--- src/hw/rtl/tsc_pkg.sv ---
// Package: shared types and constants of the TCP server connection block.
package tsc_pkg;

   localparam logic [31:0] FIXED_ISN = 32'hAA55AA55;
   localparam logic [15:0] WINDOW = 16'd1400;
   localparam logic [2:0] HDR_PLAIN = 3'd5;
   localparam logic [2:0] HDR_SYNACK = 3'd6;

   localparam logic [1:0] REG_LPORT_A = 2'd0;
   localparam logic [1:0] REG_LPORT_B = 2'd1;
   localparam logic [1:0] REG_MAX_A = 2'd2;
   localparam logic [1:0] REG_MAX_B = 2'd3;

   typedef enum logic [3:0] {
      CN_CLOSED = 4'd0,
      CN_LISTEN = 4'd1,
      CN_SYNRX = 4'd2,
      CN_ESTAB = 4'd3,
      CN_FINW1 = 4'd4,
      CN_FINW2 = 4'd5,
      CN_TIMEW = 4'd6,
      CN_CLOSEW = 4'd7,
      CN_LASTACK = 4'd8
   } cn_state_type;

   typedef enum logic [2:0] {
      BK_IDLE,
      BK_SCAN,
      BK_DRAIN,
      BK_DECIDE,
      BK_EXEC
   } bk_state_type;

   typedef struct packed {
      logic [31:0] src_ip;
      logic [15:0] src_port;
      logic [15:0] dst_port;
      logic flag_syn;
      logic flag_ack;
      logic flag_rst;
      logic flag_fin;
      logic [31:0] rx_seq;
      logic [31:0] rx_ack;
      logic [15:0] ip_total_length;
      logic [3:0] header_words;
      logic app_accepts;
   } req_type;

   typedef struct packed {
      logic [1:0] slot;
      logic reply_syn;
      logic reply_ackflag;
      logic reply_rst;
      logic [31:0] reply_seq;
      logic [31:0] reply_acknum;
      logic [31:0] reply_dst_ip;
      logic [15:0] reply_dst_port;
      logic [15:0] reply_src_port;
      logic [2:0] reply_hdr_words;
      logic [5:0] payload_offset;
      logic [15:0] payload_size;
   } rsp_type;

   typedef struct packed {
      req_type req;
      logic [5:0] poff;
      logic [15:0] psize;
   } item_type;

   typedef struct packed {
      logic [15:0] lport_a;
      logic [15:0] lport_b;
      logic [2:0] lmax_a;
      logic [2:0] lmax_b;
   } cfg_type;

   typedef struct packed {
      logic [31:0] ip;
      logic [15:0] port;
      logic [31:0] seq;
      logic [31:0] ack;
   } rec_type;

endpackage

--- src/hw/rtl/tcp_server_connection_fsm.sv ---
// Top level: TCP server connection state machine with listener registers.
//  channel | direction | ports
//  req     | in        | req_valid, req_ready, req_data
//  rsp     | out       | rsp_valid, rsp_ready, rsp_data
//  csr     | in        | csr_we, csr_index, csr_wdata
// One transaction walks the back-end states scan, drain, decide and exec, skipping exec
// when no slot is found; the scan reads one slot per cycle.
// A two-entry queue sits between front end and back end.
// Synchronous active-high reset closes all slots and clears listener registers.
// A full reply register stalls only the final state update.
module tcp_server_connection_fsm #(
   parameter int SLOTS = 4,
   parameter int LISTENERS = 2,
   parameter int IP_HEADER_BYTES = 20
) (
   input  logic clock,
   input  logic reset,
   input  logic req_valid,
   output logic req_ready,
   input  tsc_pkg::req_type req_data,
   output logic rsp_valid,
   input  logic rsp_ready,
   output tsc_pkg::rsp_type rsp_data,
   input  logic csr_we,
   input  logic [1:0] csr_index,
   input  logic [15:0] csr_wdata
);
   import tsc_pkg::*;

   cfg_type cfg_ff;
   logic q_valid, q_ready;
   item_type q_item;

   always_ff @(posedge clock) begin
      if (reset) begin
         cfg_ff <= '0;
      end else if (csr_we) begin
         case (csr_index)
            REG_LPORT_A: cfg_ff.lport_a <= csr_wdata;
            REG_LPORT_B: if (LISTENERS > 1) cfg_ff.lport_b <= csr_wdata;
            REG_MAX_A: cfg_ff.lmax_a <= csr_wdata[2:0];
            REG_MAX_B: if (LISTENERS > 1) cfg_ff.lmax_b <= csr_wdata[2:0];
            default: ;
         endcase
      end
   end

   tsc_front #(.IP_HEADER_BYTES(IP_HEADER_BYTES)) u_front (
      .clock(clock), .reset(reset),
      .req_valid(req_valid), .req_ready(req_ready), .req_data(req_data),
      .q_valid(q_valid), .q_ready(q_ready), .q_item(q_item)
   );

   tsc_back #(.SLOTS(SLOTS), .LISTENERS(LISTENERS)) u_back (
      .clock(clock), .reset(reset), .cfg(cfg_ff),
      .q_valid(q_valid), .q_ready(q_ready), .q_item(q_item),
      .rsp_valid(rsp_valid), .rsp_ready(rsp_ready), .rsp_data(rsp_data)
   );
endmodule

--- src/hw/rtl/tsc_front.sv ---
// Front end: accepts segment headers, computes payload offset and size, queues them.
module tsc_front #(
   parameter int IP_HEADER_BYTES = 20
) (
   input  logic clock,
   input  logic reset,
   input  logic req_valid,
   output logic req_ready,
   input  tsc_pkg::req_type req_data,
   output logic q_valid,
   input  logic q_ready,
   output tsc_pkg::item_type q_item
);
   import tsc_pkg::*;

   item_type fifo_ff [2];
   logic wp_ff, wp_in, rp_ff, rp_in;
   logic [1:0] cnt_ff, cnt_in;
   item_type cls;
   logic [16:0] used;
   logic push, pop;

   always_comb begin
      cls.req = req_data;
      cls.poff = {req_data.header_words, 2'b00};
      used = 17'(IP_HEADER_BYTES) + 17'(cls.poff);
      cls.psize = ({1'b0, req_data.ip_total_length} > used) ?
                  16'({1'b0, req_data.ip_total_length} - used) : 16'd0;
   end

   assign req_ready = (cnt_ff != 2'd2);
   assign q_valid = (cnt_ff != 2'd0);
   assign q_item = fifo_ff[rp_ff];
   assign push = req_valid && req_ready;
   assign pop = q_valid && q_ready;

   always_comb begin
      wp_in = push ? ~wp_ff : wp_ff;
      rp_in = pop ? ~rp_ff : rp_ff;
      cnt_in = 2'(cnt_ff + 2'(push) - 2'(pop));
   end

   always_ff @(posedge clock) begin
      if (reset) begin
         wp_ff <= 1'b0;
         rp_ff <= 1'b0;
         cnt_ff <= 2'd0;
      end else begin
         wp_ff <= wp_in;
         rp_ff <= rp_in;
         cnt_ff <= cnt_in;
      end
   end

   always_ff @(posedge clock) begin
      if (push) begin
         fifo_ff[wp_ff] <= cls;
      end
   end
endmodule

--- src/hw/rtl/tsc_back.sv ---
// Back end: slot scan, listener selection, connection state update and reply register.
module tsc_back #(
   parameter int SLOTS = 4,
   parameter int LISTENERS = 2
) (
   input  logic clock,
   input  logic reset,
   input  tsc_pkg::cfg_type cfg,
   input  logic q_valid,
   output logic q_ready,
   input  tsc_pkg::item_type q_item,
   output logic rsp_valid,
   input  logic rsp_ready,
   output tsc_pkg::rsp_type rsp_data
);
   import tsc_pkg::*;

   localparam int SW = (SLOTS > 1) ? $clog2(SLOTS) : 1;
   localparam int CW0 = $clog2(SLOTS + 1);
   localparam int KW = (CW0 > 3) ? CW0 : 3;

   bk_state_type st_ff, st_in;
   item_type item_ff, item_in;
   logic [SW-1:0] cnt_ff, cnt_in, s_ff, s_in, p_idx_ff, rd_idx;
   logic p_vld_ff;
   logic fm_ff, fm_in, ff_ff, ff_in;
   logic [SW-1:0] m_idx_ff, m_idx_in, f_idx_ff, f_idx_in;
   logic [KW-1:0] ca_ff, ca_in, cb_ff, cb_in;
   logic claim_ff, claim_in, sel_ff, sel_in;

   rec_type rec_mem [SLOTS];
   logic [3:0] cst_ff [SLOTS];
   logic own_ff [SLOTS];
   rec_type rec_q_ff;
   logic [3:0] cst_q_ff;
   logic own_q_ff;

   rsp_type rsp_ff, rsp_in;
   logic rsp_valid_ff, rsp_valid_in;

   logic ok_a, ok_b, live;
   logic wr_en, fire;
   cn_state_type cur, nst;
   rec_type rec_w;
   logic own_w, own_cur, emit, clr;
   logic [31:0] e_seq, e_ack, seq0, ack0, ip0;
   logic [15:0] port0;
   logic e_syn, e_ack_f, e_rst;
   logic [2:0] e_hdr;
   logic [5:0] e_poff;
   logic [15:0] e_psize;

   assign rsp_valid = rsp_valid_ff;
   assign rsp_data = rsp_ff;

   always_comb begin
      ok_a = (cfg.lmax_a != 3'd0) && (cfg.lport_a == item_ff.req.dst_port) &&
             (ca_ff < KW'(cfg.lmax_a));
      ok_b = (LISTENERS > 1) && (cfg.lmax_b != 3'd0) &&
             (cfg.lport_b == item_ff.req.dst_port) && (cb_ff < KW'(cfg.lmax_b));
   end

   // per-slot scan evaluation
   always_comb begin
      live = (cst_q_ff != CN_CLOSED);
      fm_in = fm_ff;
      m_idx_in = m_idx_ff;
      ff_in = ff_ff;
      f_idx_in = f_idx_ff;
      ca_in = ca_ff;
      cb_in = cb_ff;
      if (p_vld_ff) begin
         if (live && !fm_ff && rec_q_ff.port == item_ff.req.src_port &&
             rec_q_ff.ip == item_ff.req.src_ip) begin
            fm_in = 1'b1;
            m_idx_in = p_idx_ff;
         end
         if (!live && !ff_ff) begin
            ff_in = 1'b1;
            f_idx_in = p_idx_ff;
         end
         if (live && !own_q_ff) ca_in = KW'(ca_ff + KW'(1));
         if (live && own_q_ff) cb_in = KW'(cb_ff + KW'(1));
      end
   end

   // connection state step on the chosen slot
   always_comb begin
      cur = claim_ff ? CN_LISTEN : cn_state_type'(cst_q_ff);
      seq0 = claim_ff ? 32'd0 : rec_q_ff.seq;
      ack0 = claim_ff ? 32'd0 : rec_q_ff.ack;
      ip0 = claim_ff ? item_ff.req.src_ip : rec_q_ff.ip;
      port0 = claim_ff ? item_ff.req.src_port : rec_q_ff.port;
      own_cur = claim_ff ? sel_ff : own_q_ff;
      nst = cur;
      emit = 1'b0;
      clr = 1'b0;
      e_syn = 1'b0;
      e_ack_f = 1'b1;
      e_rst = 1'b0;
      e_seq = seq0;
      e_ack = ack0;
      e_hdr = HDR_PLAIN;
      e_poff = 6'd0;
      e_psize = 16'd0;
      case (cur)
         CN_CLOSED: begin
            if (item_ff.req.flag_fin) begin
               nst = CN_CLOSEW;
               emit = 1'b1;
            end
         end
         CN_LISTEN: begin
            if (item_ff.req.flag_syn) begin
               emit = 1'b1;
               e_seq = FIXED_ISN;
               e_ack = 32'(item_ff.req.rx_seq + 32'd1);
               e_hdr = HDR_SYNACK;
               if (item_ff.req.app_accepts) begin
                  nst = CN_SYNRX;
                  e_syn = 1'b1;
               end else begin
                  nst = CN_CLOSED;
                  e_ack_f = 1'b0;
                  e_rst = 1'b1;
                  clr = 1'b1;
               end
            end
         end
         CN_SYNRX: begin
            if (item_ff.req.flag_ack && !item_ff.req.flag_syn) nst = CN_ESTAB;
            else if (item_ff.req.flag_rst) nst = CN_LISTEN;
         end
         CN_ESTAB: begin
            emit = 1'b1;
            if (item_ff.req.flag_fin) begin
               nst = CN_CLOSEW;
            end else begin
               e_seq = item_ff.req.rx_ack;
               e_ack = 32'(item_ff.req.rx_seq + 32'(item_ff.psize));
               e_poff = item_ff.poff;
               e_psize = item_ff.psize;
            end
         end
         CN_FINW1: begin
            if (item_ff.req.flag_ack) begin
               if (!item_ff.req.flag_fin) begin
                  nst = CN_FINW2;
               end else begin
                  nst = CN_TIMEW;
                  emit = 1'b1;
               end
            end else if (item_ff.req.flag_fin) begin
               nst = CN_TIMEW;
               emit = 1'b1;
               e_seq = FIXED_ISN;
               e_ack = 32'(item_ff.req.rx_seq + 32'd1);
            end
         end
         CN_FINW2: begin
            if (item_ff.req.flag_fin) begin
               nst = CN_TIMEW;
               emit = 1'b1;
            end
         end
         CN_TIMEW: nst = CN_CLOSED;
         CN_CLOSEW: begin
            nst = CN_CLOSED;
            emit = 1'b1;
            e_ack_f = 1'b0;
            e_rst = 1'b1;
            e_ack = 32'd0;
         end
         CN_LASTACK: begin
            nst = CN_CLOSED;
            emit = 1'b1;
         end
         default: nst = CN_LISTEN;
      endcase
      rec_w.ip = ip0;
      rec_w.port = port0;
      rec_w.seq = clr ? 32'd0 : (emit ? e_seq : seq0);
      rec_w.ack = clr ? 32'd0 : (emit ? e_ack : ack0);
      own_w = clr ? 1'b0 : own_cur;
   end

   always_comb begin
      st_in = st_ff;
      item_in = item_ff;
      cnt_in = cnt_ff;
      s_in = s_ff;
      claim_in = claim_ff;
      sel_in = sel_ff;
      q_ready = 1'b0;
      rd_idx = s_ff;
      wr_en = 1'b0;
      fire = 1'b0;
      rsp_valid_in = rsp_valid_ff && !rsp_ready;
      rsp_in = rsp_ff;
      case (st_ff)
         BK_IDLE: begin
            if (q_valid) begin
               q_ready = 1'b1;
               item_in = q_item;
               cnt_in = '0;
               st_in = BK_SCAN;
            end
         end
         BK_SCAN: begin
            rd_idx = cnt_ff;
            if (cnt_ff == SW'(SLOTS - 1)) st_in = BK_DRAIN;
            else cnt_in = SW'(cnt_ff + SW'(1));
         end
         BK_DRAIN: st_in = BK_DECIDE;
         BK_DECIDE: begin
            claim_in = 1'b0;
            sel_in = !ok_a;
            st_in = BK_EXEC;
            if (fm_ff) begin
               s_in = m_idx_ff;
            end else if (ff_ff && (ok_a || ok_b)) begin
               s_in = f_idx_ff;
               claim_in = 1'b1;
            end else begin
               st_in = BK_IDLE;
            end
            rd_idx = s_in;
         end
         BK_EXEC: begin
            if (!rsp_valid_ff || rsp_ready) begin
               fire = 1'b1;
               wr_en = 1'b1;
               st_in = BK_IDLE;
               if (emit) begin
                  rsp_valid_in = 1'b1;
                  rsp_in.slot = 2'(s_ff);
                  rsp_in.reply_syn = e_syn;
                  rsp_in.reply_ackflag = e_ack_f;
                  rsp_in.reply_rst = e_rst;
                  rsp_in.reply_seq = e_seq;
                  rsp_in.reply_acknum = e_ack;
                  rsp_in.reply_dst_ip = ip0;
                  rsp_in.reply_dst_port = port0;
                  rsp_in.reply_src_port = (LISTENERS > 1 && own_cur) ?
                                          cfg.lport_b : cfg.lport_a;
                  rsp_in.reply_hdr_words = e_hdr;
                  rsp_in.payload_offset = e_poff;
                  rsp_in.payload_size = e_psize;
               end
            end
         end
         default: st_in = BK_IDLE;
      endcase
   end

   always_ff @(posedge clock) begin
      if (reset) begin
         st_ff <= BK_IDLE;
         p_vld_ff <= 1'b0;
         rsp_valid_ff <= 1'b0;
         for (int i = 0; i < SLOTS; i++) begin
            cst_ff[i] <= CN_CLOSED;
            own_ff[i] <= 1'b0;
         end
      end else begin
         st_ff <= st_in;
         p_vld_ff <= (st_ff == BK_SCAN);
         rsp_valid_ff <= rsp_valid_in;
         if (fire) begin
            cst_ff[s_ff] <= nst;
            own_ff[s_ff] <= own_w;
         end
      end
   end

   always_ff @(posedge clock) begin
      item_ff <= item_in;
      cnt_ff <= cnt_in;
      s_ff <= s_in;
      claim_ff <= claim_in;
      sel_ff <= sel_in;
      p_idx_ff <= rd_idx;
      rsp_ff <= rsp_in;
      rec_q_ff <= rec_mem[rd_idx];
      cst_q_ff <= cst_ff[rd_idx];
      own_q_ff <= own_ff[rd_idx];
      if (st_ff == BK_IDLE) begin
         fm_ff <= 1'b0;
         ff_ff <= 1'b0;
         m_idx_ff <= '0;
         f_idx_ff <= '0;
         ca_ff <= '0;
         cb_ff <= '0;
      end else begin
         fm_ff <= fm_in;
         ff_ff <= ff_in;
         m_idx_ff <= m_idx_in;
         f_idx_ff <= f_idx_in;
         ca_ff <= ca_in;
         cb_ff <= cb_in;
      end
      if (wr_en) begin
         rec_mem[s_ff] <= rec_w;
      end
   end
endmodule

--- config.mk ---
export PLATFORM = sky130hd
export DESIGN_NAME = tcp_server_connection_fsm
export DESIGN_NICKNAME = d
export VERILOG_FILES = /design/src/hw/rtl/tsc_pkg.sv /design/src/hw/rtl/tcp_server_connection_fsm.sv /design/src/hw/rtl/tsc_front.sv /design/src/hw/rtl/tsc_back.sv
export SDC_FILE = /design/constraint.sdc
export NUM_CORES = 2
export LEC_CHECK = 0
export ABC_AREA = 1
export BUFFER_PORTS_ARGS = -buffer_cell sky130_fd_sc_hd__buf_2
export CAP_MARGIN = 20
export CORE_MARGIN = 5
export CORE_UTILIZATION = 64
export DETAILED_ROUTE_END_ITERATION = 12
export PLACE_DENSITY = 0.83
export SETUP_SLACK_MARGIN = 0.15
export SYNTH_ARGS = -nofsm -noshare
export SYNTH_HDL_FRONTEND = slang
export SYNTH_SLANG_ARGS = --single-unit
--- constraint.sdc ---
create_clock -name clock -period 26.1 [get_ports clock]
set_input_delay 1.305 -clock clock [delete_from_list [all_inputs] [get_ports clock]]
set_output_delay 1.305 -clock clock [all_outputs]
set_load 0.005 [all_outputs]
# Yosys cells after proc, flatten, opt, wreduce, memory -nomap -nowiden
# Memory sizes are Yosys's and may differ from the RTL's. A register that Yosys moved wholly into a read port is not among the register bits.
# Index checks and enable logic that the tools add are counted.
dict set report totals {
  ff_bits 231
  memories 4
  wordCells 208
  out_inout_bits 160
  in_bits 176
  mem_bits_rw 814
}
dict set report classes {
  mux 77
  bitwise 3
  n_lt_le_gt_ge 3
  n_addsub 9
  reduce_logical 53
  n_eq_ne 25
}
# memory depth width read_ports rd_ports_with_merged_regs write_ports line_no
set mem_list {}
lappend mem_list {u_back.rec_mem 4 112 1 1 1 tsc_back.sv:31} ;# rec_type rec_mem [SLOTS];
lappend mem_list {u_front.fifo_ff 2 173 1 1 1 tsc_front.sv:16} ;# item_type fifo_ff [2];
lappend mem_list {u_back.cst_ff 4 4 1 1 4 tsc_back.sv:32} ;# logic [3:0] cst_ff [SLOTS];
lappend mem_list {u_back.own_ff 4 1 1 1 4 tsc_back.sv:33} ;# logic own_ff [SLOTS];
# op n
set ops {}
lappend ops {{$mux W32} 15}
lappend ops {{$pmux W32 S4} 1}
lappend ops {{$pmux W32 S3} 1}
lappend ops {{$eq A16 B16 Y1} 3}
lappend ops {{$mux W16} 3}
lappend ops {{$add A32 B1 Y32 const B} 1}
lappend ops {{$add A32 B16 Y32} 1}
lappend ops {{$eq A32 B32 Y1} 1}
lappend ops {{$mux W4} 8}
lappend ops {{$mux W1} 28}
lappend ops {{$pmux W4 S6} 1}
lappend ops {{$reduce_and A2 Y1} 10}
lappend ops {{$mux W2} 9}
lappend ops {{$gt A16 B17 Y1} 1}
lappend ops {{$eq A4 B3 Y1 const B} 4}
lappend ops {{$sub A16 B16 Y16} 1}
lappend ops {{$logic_and A1 B1 Y1} 15}
lappend ops {{$mux W3} 5}
lappend ops {{$pmux W3 S5} 1}
lappend ops {{$reduce_and A3 Y1} 3}
lappend ops {{$reduce_or A3 Y1} 3}
lappend ops {{$eq A4 B2 Y1 const B} 2}
lappend ops {{$logic_not A1 Y1} 8}
lappend ops {{$pmux W2 S2} 2}
lappend ops {{28 further kinds} 43}

# Logic depth before layout (Yosys ltp)
dict set report logic_depth {
  word_depth 9
  ltp_mapped 20
  mapped_depth_nobuf 18
}

# Hierarchy
# Synthesis repeated with hierarchy kept, for this count alone.
dict set report unflattened {
  cells_unflattened 4843
  area_unflattened_um2 54463.5
}
# module instances cells_per_inst area_per_inst_um2 seq_area_each_um2
set modules_own_cells {}
lappend modules_own_cells {tsc_back 1 3891 39552.9 26325.2}
lappend modules_own_cells {tsc_front 1 703 13284.0 10249.8}
lappend modules_own_cells {tcp_server_connection_fsm 1 249 1626.6 760.7}

# Worst setup path after synthesis
# Ideal clock, no wire load.
dict set report synth_path {
  path_kind {input to register}
  start {in rsp_ready}
  end {mem u_back.cst_ff[2][0], enable pin}
  n_path_buf 0
  setup_ns 0.358
  setup_slack_ns 15.024
  cell_stages 6
  required_ns 25.742
  t_arrival_ns 10.717
  path_cell_list {nor2_1 nor2_1 inv_1 nor3_1 nand2_1 nand2_1}
}
# element line_no
set synth_rtl {}
lappend synth_rtl {{start, declared} tcp_server_connection_fsm.sv:22} ;# input logic rsp_ready,
lappend synth_rtl {{end, declared} tsc_back.sv:32}

# Worst setup path after layout
dict set report layout_path {
  start {reg cfg_ff[4] (netlist bit)}
  end {reg, netlist name u_back.rec_q_ff[37]}
}
dict set report layout_between {
  elab_chain_len 8
}
# element line_no
set layout_rtl {}
lappend layout_rtl {{start, declared} tcp_server_connection_fsm.sv:30} ;# cfg_type cfg_ff;
lappend layout_rtl {{parallel branches: the longest is 2 deep, another holds $lt A3 B3 Y1} -}
lappend layout_rtl {{$logic_and A1 B1 Y1 (*)} tsc_back.sv:57} ;# ok_a = (cfg.lmax_a != 3'd0) && (cfg.lport_a == item_ff.req.dst_port) &&
lappend layout_rtl {{$logic_or A1 B1 Y1 (*)} tsc_back.sv:221} ;# end else if (ff_ff && (ok_a || ok_b)) begin
lappend layout_rtl {{$logic_and A1 B1 Y1 (*)} tsc_back.sv:221}
lappend layout_rtl {{$mux W2 (*)} tsc_back.sv:221}
lappend layout_rtl {{$mux W2 (*)} tsc_back.sv:219} ;# if (fm_ff) begin
lappend layout_rtl {{$pmux W2 S2 (*)} tsc_back.sv:200} ;# case (st_ff)
# Mark *: on every way between the ends.
# A chain may end at the register's enable or synchronous reset.

==> out/metrics.csv <==
stage,metric,value,unit
floorplan,fp.dieH,296,um
detailed_routing,ant_nets,0,
flow_run,cap_viol_max_count,0,
global_routing,grt_pass1_vias,36300,
detailed_routing,wl_met3,11500,um
timing,layout_min_cycle_time,4.48,ns
final_layout,syn_to_final_growth,12.2,%
logic_synthesis,synth_edf_count,1088,
critical_path,critPathMaxFanout,144,
power_and_ir_drop,power,6.47,mW
hold_path,whs_path_depth,2,
detailed_routing,wl_met1,48000,um
placed_design,dpl.cell_count,6139,
critical_path,ff2ff_path_depth,16,
critical_path,rrSetupSlack,21.62,ns
detailed_routing,postRouteWirelength,129000,um
logic_synthesis,synth_cell_type_count,53,
logic_synthesis,syn-cell-area,52400,um^2
detailed_routing,wl_per_cell,20.3,um
floorplan,core,80800,um^2
detailed_routing,wl_met2,63700,um
placed_design,port_buffers,332,
clocking,cts_tree,done,
floorplan,die_width,296,um
global_routing,track_usage,0.293,
global_routing,grt_max_degree,156,
placed_design,gp_congestion,0.933,
clocking,holdBufCountCts,0,
logic_synthesis,syn-mean-instance-area,10.7,um^2
logic_synthesis,ys_seq_area_frac,0.692,
critical_path,crit_path_max_incr_delay,0.88,ns
timing,hold_viol_final,0,
critical_path,cp_slowest_cell,nand2_8,
final_layout,finalNonFillerCells,6367,
clocking,clk_pin_slew,0.06,ns
global_routing,grt_first_pass_wirelength,198000,um
final_layout,multi_input_area,12500,um^2
critical_path,startpoint_type,flop,
floorplan,fp-row-count,104,
timing,rsz0062_at_grt,no,
logic_synthesis,async_flop_share,0,
critical_path,r2r-end,u_back.rec_q_ff[37]$_DFF_P_,
critical_path,r2r-start,cfg_ff[4]$_SDFFE_PP0P_,
clocking,clk_latency,0.71,ns
critical_path,cp_data_arrival_time,5.05,ns
clocking,clock-sinks,1266,
timing,max_freq,223,MHz
floorplan,start_util,0.648,
floorplan,io_pins,336,
clocking,cts_buffers,119,
clocking,cts_setup_buffers,0,
timing,slew_violations,0,
timing,tightest_slew,1.11,ns
clocking,cts_resized,0,
power_and_ir_drop,ir_drop,0.0968,mV
clocking,clockBufferDepth,3,
detailed_routing,drtIter0Drc,3940,
timing,fin_worst_skew,0.0321,ns
detailed_routing,top_layer_used,met5,
critical_path,critPathKind,flop to flop,
final_layout,final-seq-area,36200,um^2
critical_path,cp_cell_sequence,inv_1 > ha_1 > nand2_1 > a21boi_0 > nor2_1 > nand3_1 > nand2_2 > nand4_1 > nand3_2 > nand2_2 > nand2_8 > nand2_8 > buf_4 > nand2_1 > nand3_1 > nand2_1,
detailed_routing,post-route-drc-count,0,
detailed_routing,drt_first_pass_iters,6,
critical_path,cp-end-kind,flop,
timing,period_share,0.171,
final_layout,final.fill_count,5235,
critical_path,cpMostUsedCell,nand2_1,
logic_synthesis,synthCells,4907,
global_routing,grt-ovfl-total,0,
power_and_ir_drop,power_leakage,24.8,nW
logic_synthesis,synth_ff_type,edfxtp_1,
power_and_ir_drop,powerDensity,110,nW/um^2
detailed_routing,vias,36500,
detailed_routing,via_per_inst,5.73,
final_layout,fin_area,58700,um^2
clocking,clock-root-buffer,clkbuf_16,
timing,final.setup.tns,0,ns
run_status,status,finished clean,
global_routing,antenna_found_initial,7,
logic_synthesis,yosys_warnings,0,
critical_path,cp.required,26.67,ns
hold_path,hp-class,flop to flop,
placed_design,hpwl,79700,um
clocking,h-tree-depth,3,
floorplan,dieArea,87600,um^2
logic_synthesis,ys_ff_latch,1266,
hold_path,hold_path_end,cfg_ff[0]$_SDFFE_PP0P_,
hold_path,hold_path_startpoint,cfg_ff[0]$_SDFFE_PP0P_,
timing,slew_headroom,0.258,
timing,finalSetupViolCount,0,
final_layout,layout-drive-gt1-share,0.112,
final_layout,nNetsFinal,5411,
placed_design,place_area,54900,um^2
==> synth_stat cells, types with 18 or more instances <==
cell         n  share of area
nand3_1    576          0.055
buf_4       18         0.0026
nor3_1      25         0.0024
inv_1      744          0.053
nand2_1   1297          0.093
dfxtp_1    178          0.068
buf_2       53         0.0051
o21ai_0    175          0.017
nor4_1      19         0.0023
nor2_1     232          0.017
nand4_1     18         0.0022
xnor2_1     18         0.0030
xor2_1      41         0.0069
ha_1        32         0.0076
clkbuf_1   113         0.0081
edfxtp_1  1088           0.62
a31oi_1     21         0.0025
a21oi_1    106          0.010
==> how the worst max path moves through the flow <==
stage,end,slack [ns],from
after floorplan,u_back.cst_ff[2][0]$_SDFFCE_PN0P_,15.02,rsp_ready
after global placement,u_back.rec_mem[1][49]$_DFFE_PP_,21.63,rsp_ready
after detailed placement,u_back.rec_mem[1][46]$_DFFE_PP_,21.64,rsp_ready
after CTS,u_back.rec_q_ff[37]$_DFF_P_,21.75,cfg_ff[4]$_SDFFE_PP0P_
after global routing,u_back.rec_q_ff[37]$_DFF_P_,21.38,cfg_ff[4]$_SDFFE_PP0P_
final,u_back.rec_q_ff[37]$_DFF_P_,21.62,cfg_ff[4]$_SDFFE_PP0P_
==> critical path: cells and delay by family (launching register included) <==
kind | cells | cell delay [ns]
AOI/OAI and AO/OA | 1 | 0.34
DFF | 1 | 0.33
buffers and inverters | 2 | 0.78
and+or+nand+nor | 12 | 2.41
adders and majority gates | 1 | 0.27
==> cell families (layout without fill, tap and decap cells) <==
kind of cell / after synthesis / after routing / share of synthesized area
buffers and inverters: 956 / 1349 / 0.0714
and+or+nand+nor: 2210 / 2210 / 0.178
xor gates and xnor gates: 59 / 59 / 0.00987
other: 2 / 9 / 0.000143
DFF: 1266 / 1266 / 0.692
adders and majority gates: 34 / 34 / 0.00841
AOI/OAI and AO/OA: 380 / 380 / 0.0406
==> where the power goes <==
group          leakage, nW  internal (mW)  switching, mW  total [mW]
Clock                 1.88          0.956          0.734        1.69
Sequential            11.5           2.75          0.199        2.95
Combinational         11.5          0.476           1.35        1.82
==> routing by layer <==
metal  vias to the layer above  GRT usage
met2                      1913      0.492
met4                         8      0.129
met5                         -          0
li1                      16900          -
met1                     17300      0.385
met3                       374     0.0455
==> placed cells by master, fill, tap and decap left out, types with 5 or more instances in the layout <==
cell type and n:
o2111ai_1 5, nand3b_1 8, o22ai_1 15, nand2_2 6, nand2_1 1297, nand3_1 575
conb_1 7, clkinv_1 14, buf_4 29, a21oi_1 104, buf_2 332, clkinv_2 23
a31oi_1 21, ha_1 32, dfxtp_1 177, nor3_1 23, nor2_4 8, inv_2 12
inv_6 6, bufinv_16 7, nor4_1 19, nor2_1 226, clkbuf_1 37, xor2_1 41
edfxtp_1 1088, xnor2_1 18, o221ai_1 8, a211oi_1 8, and3_1 7, inv_1 743
nand4_1 18, o21ai_0 175, clkbuf_16 121, o211ai_1 7, nor2_2 7, clkbuf_8 11
o21ai_1 6
==> cell type report <==
cell class              instances  area share
diodes                          2   0.0000852
clock buffers                 169      0.0565
clock inverters                56     0.00884
inverters                     759      0.0488
multi-input cells            2690       0.213
flip-flops and latches       1266       0.617
well taps                    1060      0.0226
repair buffers                365      0.0334
==> state kept, by name, summed over array words and instances (netlist names), 16 cells and up <==
register         cells
cfg_ff              38
u_back.cst_ff       16
u_back.rsp_data    155
u_back.rec_mem     448
u_back.item_ff     149
u_back.rec_q_ff    112
u_front.fifo_ff    306
==> stage by stage <==
step | hold WS [ns] | setup WS (ns) | util
after floorplan | 0.430 | 15.02 | -
after global placement | 0.454 | 21.63 | 0.679
after detailed placement | 0.472 | 21.64 | 0.679
after CTS | 0.481 | 21.75 | 0.727
after global routing | 0.505 | 21.38 | 0.727
final | 0.478 | 21.62 | 0.727
No activity file was read; power rests on OpenSTA's default activity.
